## src/hdl/rdxr_pkg.sv

```systemverilog
// Package: shared types and constants for the rotary/DTMF extension ringer.
`timescale 1ns / 1ps

package rdxr_pkg;

    // Input word: one loop tick or one buzzer tick
    typedef struct packed {
        logic       mode;
        logic       pulse_level;
        logic       tone_strobe;
        logic [3:0] tone_code;
    } item_t;

    // Result word
    typedef struct packed {
        logic [3:0] selected_ext;
        logic [7:0] buzzer_lines;
        logic       status_led;
    } result_t;

    // Rotary dial modes
    typedef enum logic [1:0] {
        DIAL_IDLE  = 2'd0,
        DIAL_PULSE = 2'd1,
        DIAL_SPACE = 2'd2,
        DIAL_HELD  = 2'd3
    } dial_mode_t;

    // Tick kinds
    localparam logic MODE_MAIN   = 1'b0;
    localparam logic MODE_BUZZER = 1'b1;

    // Configuration register indexes
    localparam int CFG_INDEX_W = 2;
    localparam logic [CFG_INDEX_W-1:0] CFG_MSECS_PER_TICK  = 2'd0;
    localparam logic [CFG_INDEX_W-1:0] CFG_MAX_SPACE_MSECS = 2'd1;
    localparam logic [CFG_INDEX_W-1:0] CFG_RING_MSECS      = 2'd2;
    localparam logic [CFG_INDEX_W-1:0] CFG_HOLDOFF_MSECS   = 2'd3;
    localparam int CFG_DATA_W = 14;

    // Configuration reset values
    localparam logic [6:0]  MSECS_PER_TICK_RST       = 7'd2;
    localparam logic [9:0]  MAX_SPACE_MSECS_RST      = 10'd200;
    localparam logic [13:0] RING_MSECS_RST           = 14'd800;
    localparam logic [13:0] HOLDOFF_MSECS_RST        = 14'd500;

    // Timer limits
    localparam logic [13:0] UPTIME_STOP  = 14'd10000;
    localparam logic [10:0] PHASE_WRAP   = 11'd1000;
    localparam logic [9:0]  LED_ON1_END  = 10'd150;
    localparam logic [9:0]  LED_ON2_BEG  = 10'd300;
    localparam logic [9:0]  LED_ON2_END  = 10'd450;

    // Extension codes
    localparam logic [3:0] EXT_NONE = 4'd0;
    localparam logic [3:0] EXT_ALL  = 4'd10;
    localparam logic [3:0] PULSE_COUNT_MAX = 4'd15;

endpackage

```

## src/hdl/rotary_dtmf_extension_ringer.sv

```systemverilog
// Top level: extension selector from DTMF or rotary dial, buzzer lines and status LED.
`timescale 1ns / 1ps

//  channel  | signals                               | dir | handshake
//  ---------+---------------------------------------+-----+----------------------------
//  item     | item (item_t)                         | in  | item_valid / item_ready
//  result   | result (result_t)                     | out | result_valid / result_ready
//  config   | cfg_index, cfg_data                   | in  | cfg_valid / cfg_ready (=1)
//
//  A word accepted into the input register passes through the state update into the result
//  register; one word per cycle sustained while the result side is not stalled.
//  The state update is a single pass of logic between the input register and the
//  result register, so the input register can take the next word as the current one moves on.
//  A stalled result holds the result register; the input register still takes one word.
//  Reset (rst_n low) returns all timers, the dial machine and config to defaults.

module rotary_dtmf_extension_ringer
    import rdxr_pkg::*;
#(
    parameter int NUM_EXTENSIONS = 8
)
(
    input  logic                   clk,
    input  logic                   rst_n,
    input  logic                   item_valid,
    output logic                   item_ready,
    input  item_t                  item,
    output logic                   result_valid,
    input  logic                   result_ready,
    output result_t                result,
    input  logic                   cfg_valid,
    output logic                   cfg_ready,
    input  logic [CFG_INDEX_W-1:0] cfg_index,
    input  logic [CFG_DATA_W-1:0]  cfg_data
);

    localparam int LINE_COUNT = (NUM_EXTENSIONS > 8) ? 8 : NUM_EXTENSIONS;

    // Configuration
    logic [6:0]  msecs_per_tick_reg;
    logic [9:0]  max_space_reg;
    logic [13:0] ring_msecs_reg;
    logic [13:0] holdoff_reg;

    // Pipeline registers
    logic    in_valid_reg;
    item_t   in_data_reg;
    logic    out_valid_reg;
    result_t out_data_reg;
    logic    stage_go;

    // State
    dial_mode_t  dial_reg, dial_next;
    logic [3:0]  count_reg, count_next;
    logic [15:0] on_reg, on_next;
    logic [15:0] off_reg, off_next;
    logic [13:0] ring_reg, ring_next;
    logic [13:0] uptime_reg, uptime_next;
    logic [9:0]  phase_reg, phase_next;
    logic [3:0]  ext_reg, ext_next;
    logic        toggle_reg, toggle_next;
    logic [7:0]  lines_reg, lines_next;
    result_t     result_next;

    // Scratch
    logic [10:0] phase_sum;
    logic [16:0] on_sum;
    logic [16:0] off_sum;
    logic [15:0] off_sat;
    logic [3:0]  sel;
    logic        held;

    assign cfg_ready    = 1'b1;
    assign result_valid = out_valid_reg;
    assign result       = out_data_reg;

    // Handshake: stage advances when the result register is free or drained
    always_comb
    begin
        stage_go   = in_valid_reg && (!out_valid_reg || result_ready);
        item_ready = !in_valid_reg || !out_valid_reg || result_ready;
    end

    // Tick processing
    always_comb
    begin
        dial_next   = dial_reg;
        count_next  = count_reg;
        on_next     = on_reg;
        off_next    = off_reg;
        ring_next   = ring_reg;
        uptime_next = uptime_reg;
        phase_next  = phase_reg;
        ext_next    = ext_reg;
        toggle_next = toggle_reg;
        lines_next  = lines_reg;
        sel         = EXT_NONE;
        held        = (dial_reg == DIAL_IDLE) || (dial_reg == DIAL_HELD);
        on_sum      = 17'd0;
        off_sum     = 17'd0;
        off_sat     = 16'd0;

        phase_sum = {1'b0, phase_reg} + {4'd0, msecs_per_tick_reg};

        if (in_data_reg.mode == MODE_MAIN)
        begin
            // wrapping millisecond phase
            if (phase_sum >= PHASE_WRAP)
                phase_next = 10'(phase_sum - PHASE_WRAP);
            else
                phase_next = phase_sum[9:0];

            sel = in_data_reg.tone_strobe ? in_data_reg.tone_code : EXT_NONE;

            // rotary dial machine, frozen while a tone key selects or during the holdoff after reset
            if (sel == EXT_NONE && uptime_reg >= holdoff_reg)
            begin
                if (in_data_reg.pulse_level)
                begin
                    if (held)
                    begin
                        count_next = 4'd0;
                        on_next    = 16'd0;
                        ring_next  = 14'd0;
                    end
                    dial_next = DIAL_PULSE;
                    off_next  = 16'd0;
                    on_sum    = {1'b0, on_next} + {10'd0, msecs_per_tick_reg};
                    on_next   = on_sum[16] ? 16'hFFFF : on_sum[15:0];
                end
                else if (!held)
                begin
                    dial_next = DIAL_SPACE;
                    if (on_reg != 16'd0)
                    begin
                        on_next = 16'd0;
                        if (count_reg < PULSE_COUNT_MAX)
                            count_next = count_reg + 4'd1;
                    end
                    off_sum  = {1'b0, off_reg} + {10'd0, msecs_per_tick_reg};
                    off_sat  = off_sum[16] ? 16'hFFFF : off_sum[15:0];
                    off_next = off_sat;
                    if (off_sat > {6'd0, max_space_reg})
                    begin
                        dial_next = DIAL_HELD;
                        ring_next = ring_msecs_reg;
                    end
                end

                // digit hold period
                if (dial_next == DIAL_HELD && ring_next != 14'd0)
                begin
                    if (ring_next <= {7'd0, msecs_per_tick_reg})
                    begin
                        dial_next  = DIAL_IDLE;
                        count_next = 4'd0;
                        on_next    = 16'd0;
                        off_next   = 16'd0;
                        ring_next  = 14'd0;
                        sel        = EXT_NONE;
                    end
                    else
                    begin
                        ring_next = ring_next - {7'd0, msecs_per_tick_reg};
                        sel       = count_next;
                    end
                end
                else
                begin
                    sel = EXT_NONE;
                end
            end

            ext_next = sel;
            if (uptime_reg < UPTIME_STOP)
                uptime_next = uptime_reg + {7'd0, msecs_per_tick_reg};
        end
        else
        begin
            // buzzer tick: toggle and drive the selected line(s)
            toggle_next = ~toggle_reg;
            lines_next  = 8'd0;
            for (int k = 1; k <= 8; k++)
            begin
                if (k <= LINE_COUNT && (ext_reg == EXT_ALL || ext_reg == 4'(k)))
                    lines_next[k-1] = toggle_next;
            end
        end

        result_next.selected_ext = ext_next;
        result_next.buzzer_lines = lines_next;
        result_next.status_led   = (phase_next <= LED_ON1_END) ||
                                   (phase_next >= LED_ON2_BEG && phase_next <= LED_ON2_END);
    end

    // Configuration registers
    always_ff @(posedge clk or negedge rst_n)
    begin
        if (!rst_n)
        begin
            msecs_per_tick_reg <= MSECS_PER_TICK_RST;
            max_space_reg      <= MAX_SPACE_MSECS_RST;
            ring_msecs_reg     <= RING_MSECS_RST;
            holdoff_reg        <= HOLDOFF_MSECS_RST;
        end
        else if (cfg_valid)
        begin
            case (cfg_index)
                CFG_MSECS_PER_TICK:  msecs_per_tick_reg <= cfg_data[6:0];
                CFG_MAX_SPACE_MSECS: max_space_reg      <= cfg_data[9:0];
                CFG_RING_MSECS:      ring_msecs_reg     <= cfg_data;
                CFG_HOLDOFF_MSECS:   holdoff_reg        <= cfg_data;
                default:             ;
            endcase
        end
    end

    // Input register and valid flags
    always_ff @(posedge clk or negedge rst_n)
    begin
        if (!rst_n)
        begin
            in_valid_reg  <= 1'b0;
            out_valid_reg <= 1'b0;
        end
        else
        begin
            if (item_valid && item_ready)
                in_valid_reg <= 1'b1;
            else if (stage_go)
                in_valid_reg <= 1'b0;

            if (stage_go)
                out_valid_reg <= 1'b1;
            else if (result_ready)
                out_valid_reg <= 1'b0;
        end
    end

    // Payload registers
    always_ff @(posedge clk)
    begin
        if (item_valid && item_ready)
            in_data_reg <= item;
        if (stage_go)
            out_data_reg <= result_next;
    end

    // Ringer state
    always_ff @(posedge clk or negedge rst_n)
    begin
        if (!rst_n)
        begin
            dial_reg   <= DIAL_IDLE;
            count_reg  <= 4'd0;
            on_reg     <= 16'd0;
            off_reg    <= 16'd0;
            ring_reg   <= 14'd0;
            uptime_reg <= 14'd0;
            phase_reg  <= 10'd0;
            ext_reg    <= EXT_NONE;
            toggle_reg <= 1'b0;
            lines_reg  <= 8'd0;
        end
        else if (stage_go)
        begin
            dial_reg   <= dial_next;
            count_reg  <= count_next;
            on_reg     <= on_next;
            off_reg    <= off_next;
            ring_reg   <= ring_next;
            uptime_reg <= uptime_next;
            phase_reg  <= phase_next;
            ext_reg    <= ext_next;
            toggle_reg <= toggle_next;
            lines_reg  <= lines_next;
        end
    end

endmodule

```

## config.mk

```make
export PLATFORM = sky130hd
export DESIGN_NAME = rotary_dtmf_extension_ringer
export DESIGN_NICKNAME = d
export VERILOG_FILES = /design/src/hdl/rdxr_pkg.sv /design/src/hdl/rotary_dtmf_extension_ringer.sv
export SDC_FILE = /design/constraint.sdc
export NUM_CORES = 1
export LEC_CHECK = 0
export ABC_AREA = 0
export BUFFER_PORTS_ARGS = -buffer_cell sky130_fd_sc_hd__buf_2
export CAP_MARGIN = 5
export CELL_PAD_IN_SITES_DETAIL_PLACEMENT = 0
export CELL_PAD_IN_SITES_GLOBAL_PLACEMENT = 1
export CORE_MARGIN = 1
export CORE_UTILIZATION = 49
export DETAILED_ROUTE_END_ITERATION = 7
export PLACE_DENSITY = 0.82
export SYNTH_ARGS = -nofsm -noshare
export SYNTH_HDL_FRONTEND = slang
export SYNTH_SLANG_ARGS = --single-unit
```

## constraint.sdc

```tcl
create_clock -name clk -period 8.4 [get_ports clk]
set_input_delay 2.52 -clock clk [delete_from_list [all_inputs] [get_ports clk]]
set_output_delay 2.52 -clock clk [all_outputs]
set_load 0.005 [all_outputs]
```

==> results.sh <==
export IMPL_diodes=0
export IMPL_drc=0
export IMPL_detail_route_wirelength_microns=25900
export IMPL_status="finished clean"
export IMPL_overflow=0
export IMPL_clkPwrFrac_pct=26.6
export IMPL_vias=8378
export IMPL_fin_tns_setup_ns=0
export IMPL_power_mw=2.81
export IMPL_placed_area_sq_um=10900
export IMPL_setup_violations=0
export IMPL_p_per_area_nw_per_um2=245
export IMPL_nets=1234
export IMPL_yosys_warnings=0
export IMPL_initial_core_util_pct=49.8
export IMPL_antenna_found_initial=0
export IMPL_layout_drive_gt1_share_pct=16.1
export IMPL_dr_pass1_iters=5
export IMPL_maxCapViolations=0
export IMPL_cts_hold_buf=0
export IMPL_min_to="dial_reg[1]"
export IMPL_synth_ff_type="dfrtp_1"
export IMPL_fp_dieArea_sq_um=21900
export IMPL_cp_max_fo=12
export IMPL_worst_slew_pin_slew_ns=1.14
export IMPL_synth_cells=1111
export IMPL_internal_power_mw=1.76
export IMPL_grt_util_met3_pct=3.83
export IMPL_track_usage_pct=24.8
export IMPL_synth_area_sq_um=10400
export IMPL_critPathCaptureType="flop"
export IMPL_ff2ff_path_depth=26
export IMPL_synth_edf_count=20
export IMPL_clk_pin_slew_ns=0.07
export IMPL_use_met2_pct=40.4
export IMPL_place_inst=1395
export IMPL_final_core_util_pct=54.7
export IMPL_numClockSinks=156
export IMPL_finClkSkew_ns=0.0167
export IMPL_ant_nets=0
export IMPL_period_share_pct=91.3
export IMPL_coreArea_sq_um=21000
export IMPL_final_area_sq_um=11500
export IMPL_cts_buffers_inserted=17
export IMPL_max_freq_ghz=0.130
export IMPL_clock_latency_ns=0.43
export IMPL_p_leak_nw=5.15
export IMPL_place_gp_congestion=0.920
export IMPL_relSlewSlack_pct=23.3
export IMPL_yosys_top_cells_area="dfrtp_1, ha_1, edfxtp_1, mux2_2, nand2_1"
export IMPL_max_vdd_ir_drop_v=0.000126
export IMPL_io_buffers=42
export IMPL_r2r_start="msecs_per_tick_reg[0]"
export IMPL_grtUsageMet1_pct=34.0
export IMPL_rr_endpoint="off_reg[8]"
export IMPL_fin_cells=1427
export IMPL_initialDrtViolationCount=538
export IMPL_nFillCells=1933
export IMPL_syn_avg_cell_area_sq_um=9.39
export IMPL_ys_top_cells_by_count="nand2_1, dfrtp_1, o21ai_0"
export IMPL_busiest_layer="met2"
export IMPL_regArea_sq_um=4020
export IMPL_rrSetupSlack_ns=0.73
export IMPL_p_switching_mw=1.06
export IMPL_drv_slew=0
export IMPL_fin_crit_ns=7.67
export IMPL_synth_top_area_share_pct=29.5
export IMPL_rsz0062_at_grt="no"
export IMPL_cts_max_level=4
export IMPL_cts_resized=0
export IMPL_num_rows=53
export IMPL_die_w_microns=148
export IMPL_hold_violations=0
export IMPL_yosysMostFrequentCell="nand2_1"
export IMPL_ys_seq_area_share_pct=38.5
export IMPL_cts_setup_buffers=0
export IMPL_swShare_pct=37.6
export IMPL_p_seq_share_pct=37.4
export IMPL_dp_hpwl_microns=18800
export IMPL_arrival_ns=7.99
export IMPL_worstPathRequired_ns=8.73
export IMPL_cts_buffer_depth=2
export IMPL_ios=44
export IMPL_grt_pass1_vias=8137
export IMPL_worstSetupPathType="flop to flop"
export IMPL_avgRoutedWirePerCell_microns=18.2
export IMPL_ys_seq_elements=156
export IMPL_multi_input_area_sq_um=5940
export IMPL_area_delta_synth_final_pct=9.87
export IMPL_synth_async_reset_ratio_pct=87.2
export IMPL_grt_pass1_wl_microns=42500
export IMPL_grt_max_degree=72
export IMPL_comb_power_share_pct=35.9
export IMPL_synth_cell_types=87
export IMPL_netlist_top_cell_by_area="dfrtp_1"
export IMPL_cts_tree="done"
export IMPL_hp_class="flop to flop"
export IMPL_root_buffer="clkbuf_16"
export IMPL_vias_per_cell=5.87
export IMPL_holdPathStages=2
export IMPL_die_h_microns=148
export IMPL_hold_start="dial_reg[1]"
export IMPL_startpoint_type="flop"
export IMPL_syn_num_nets=1206
through the flow:
step                      setup slack (ns)  hold slack, ns
after detailed placement             0.875           0.466
after global routing                 0.278           0.518
after floorplan                       1.78           0.443
final                                0.734           0.479
after CTS                            0.835           0.481
after global placement                1.14           0.462
power groups by stage:
| stage | Sequential [mW] | Clock, mW | Combinational (mW) |
|---|---|---|---|
| 2_1_floorplan | 1.01 | 0 | 0.796 |
| 3_3_place_gp | 1.06 | 0 | 0.990 |
| 3_5_place_dp | 1.07 | 0 | 1.00 |
| 4_1_cts | 1.05 | 0.763 | 1.01 |
| 5_1_grt | 1.07 | 0.789 | 1.14 |
| 6_report | 1.05 | 0.749 | 1.01 |
layer usage:
layer  share of wire, %  wire length, microns  vias up
met1                 46                 12000     4030
met5                  0                     0        -
met2                 47                 12300      217
li1                   -                     -     4096
met4                1.5                   394        0
met3                4.9                  1270       35
worst max-delay path, stage by stage (launching register included):
cell      delay [ns]
dfrtp_1         0.53
ha_1            0.33
fa_1            0.44
a211oi_2        0.29
o21a_2          0.22
or3_1           0.36
nand2_1         0.15
ha_1            0.32
a21o_1          0.16
a21o_1          0.18
a221oi_2        0.30
o22ai_2         0.17
o41ai_2         0.61
and2_1          0.38
a22o_1          0.22
ha_1            0.27
nor2b_1         0.14
o21ai_0         0.20
a21boi_0        0.14
o21ai_0         0.19
nand2b_1        0.12
a21o_1          0.24
a221o_1         0.32
nor4_2          0.22
o211ai_2        0.35
a21o_1          0.41
a22o_1          0.27
worst max-delay path by stage:
stage | end | slack (ns) | startpoint | cells after the start
after global placement | off_reg[7] | 1.14 | msecs_per_tick_reg[0] | 26
after global routing | off_reg[6] | 0.28 | msecs_per_tick_reg[0] | 26
after CTS | off_reg[1] | 0.84 | msecs_per_tick_reg[0] | 26
after detailed placement | off_reg[1] | 0.87 | msecs_per_tick_reg[0] | 26
after floorplan | on_reg[14] | 1.78 | msecs_per_tick_reg[0] | 30
final | off_reg[8] | 0.73 | msecs_per_tick_reg[0] | 26
layout make-up:
type	instances	area share, %
multi-input cells	835	51.8
flip-flops and latches	156	35.1
clock buffers	20	3.99
well taps	275	3.00
repair buffers	56	2.80
inverters	73	2.39
clock inverters	12	0.917
kinds of logic (layout without fill, tap and decap cells):
| group | Yosys count | count (layout) | share of synthesized area, % |
|---|---|---|---|
| AND/OR/NAND/NOR | 342 | 342 | 16.5 |
| AO/OA/AOI/OAI | 321 | 321 | 21.9 |
| adder cells (fa/ha/maj) | 67 | 67 | 8.39 |
| other | 1 | 1 | 0.0359 |
| flip-flops | 156 | 156 | 38.5 |
| buffers and inverters | 120 | 161 | 4.58 |
| multiplexers | 58 | 58 | 6.17 |
| XOR/XNOR | 46 | 46 | 3.93 |
cells in the final DEF (no fill, tap or decap), types with 18 or more instances in the layout:
master     instances
nand2_1          137
dfrtp_1          123
o21ai_0           83
inv_1             71
ha_1              62
nor2_1            61
mux2_2            51
a21oi_1           50
buf_2             41
xnor2_1           30
a21o_1            25
o211ai_1          23
nand3_1           22
edfxtp_1          20
nand2b_1          18
clkbuf_16         18
(Power assumes the default switching activity.)
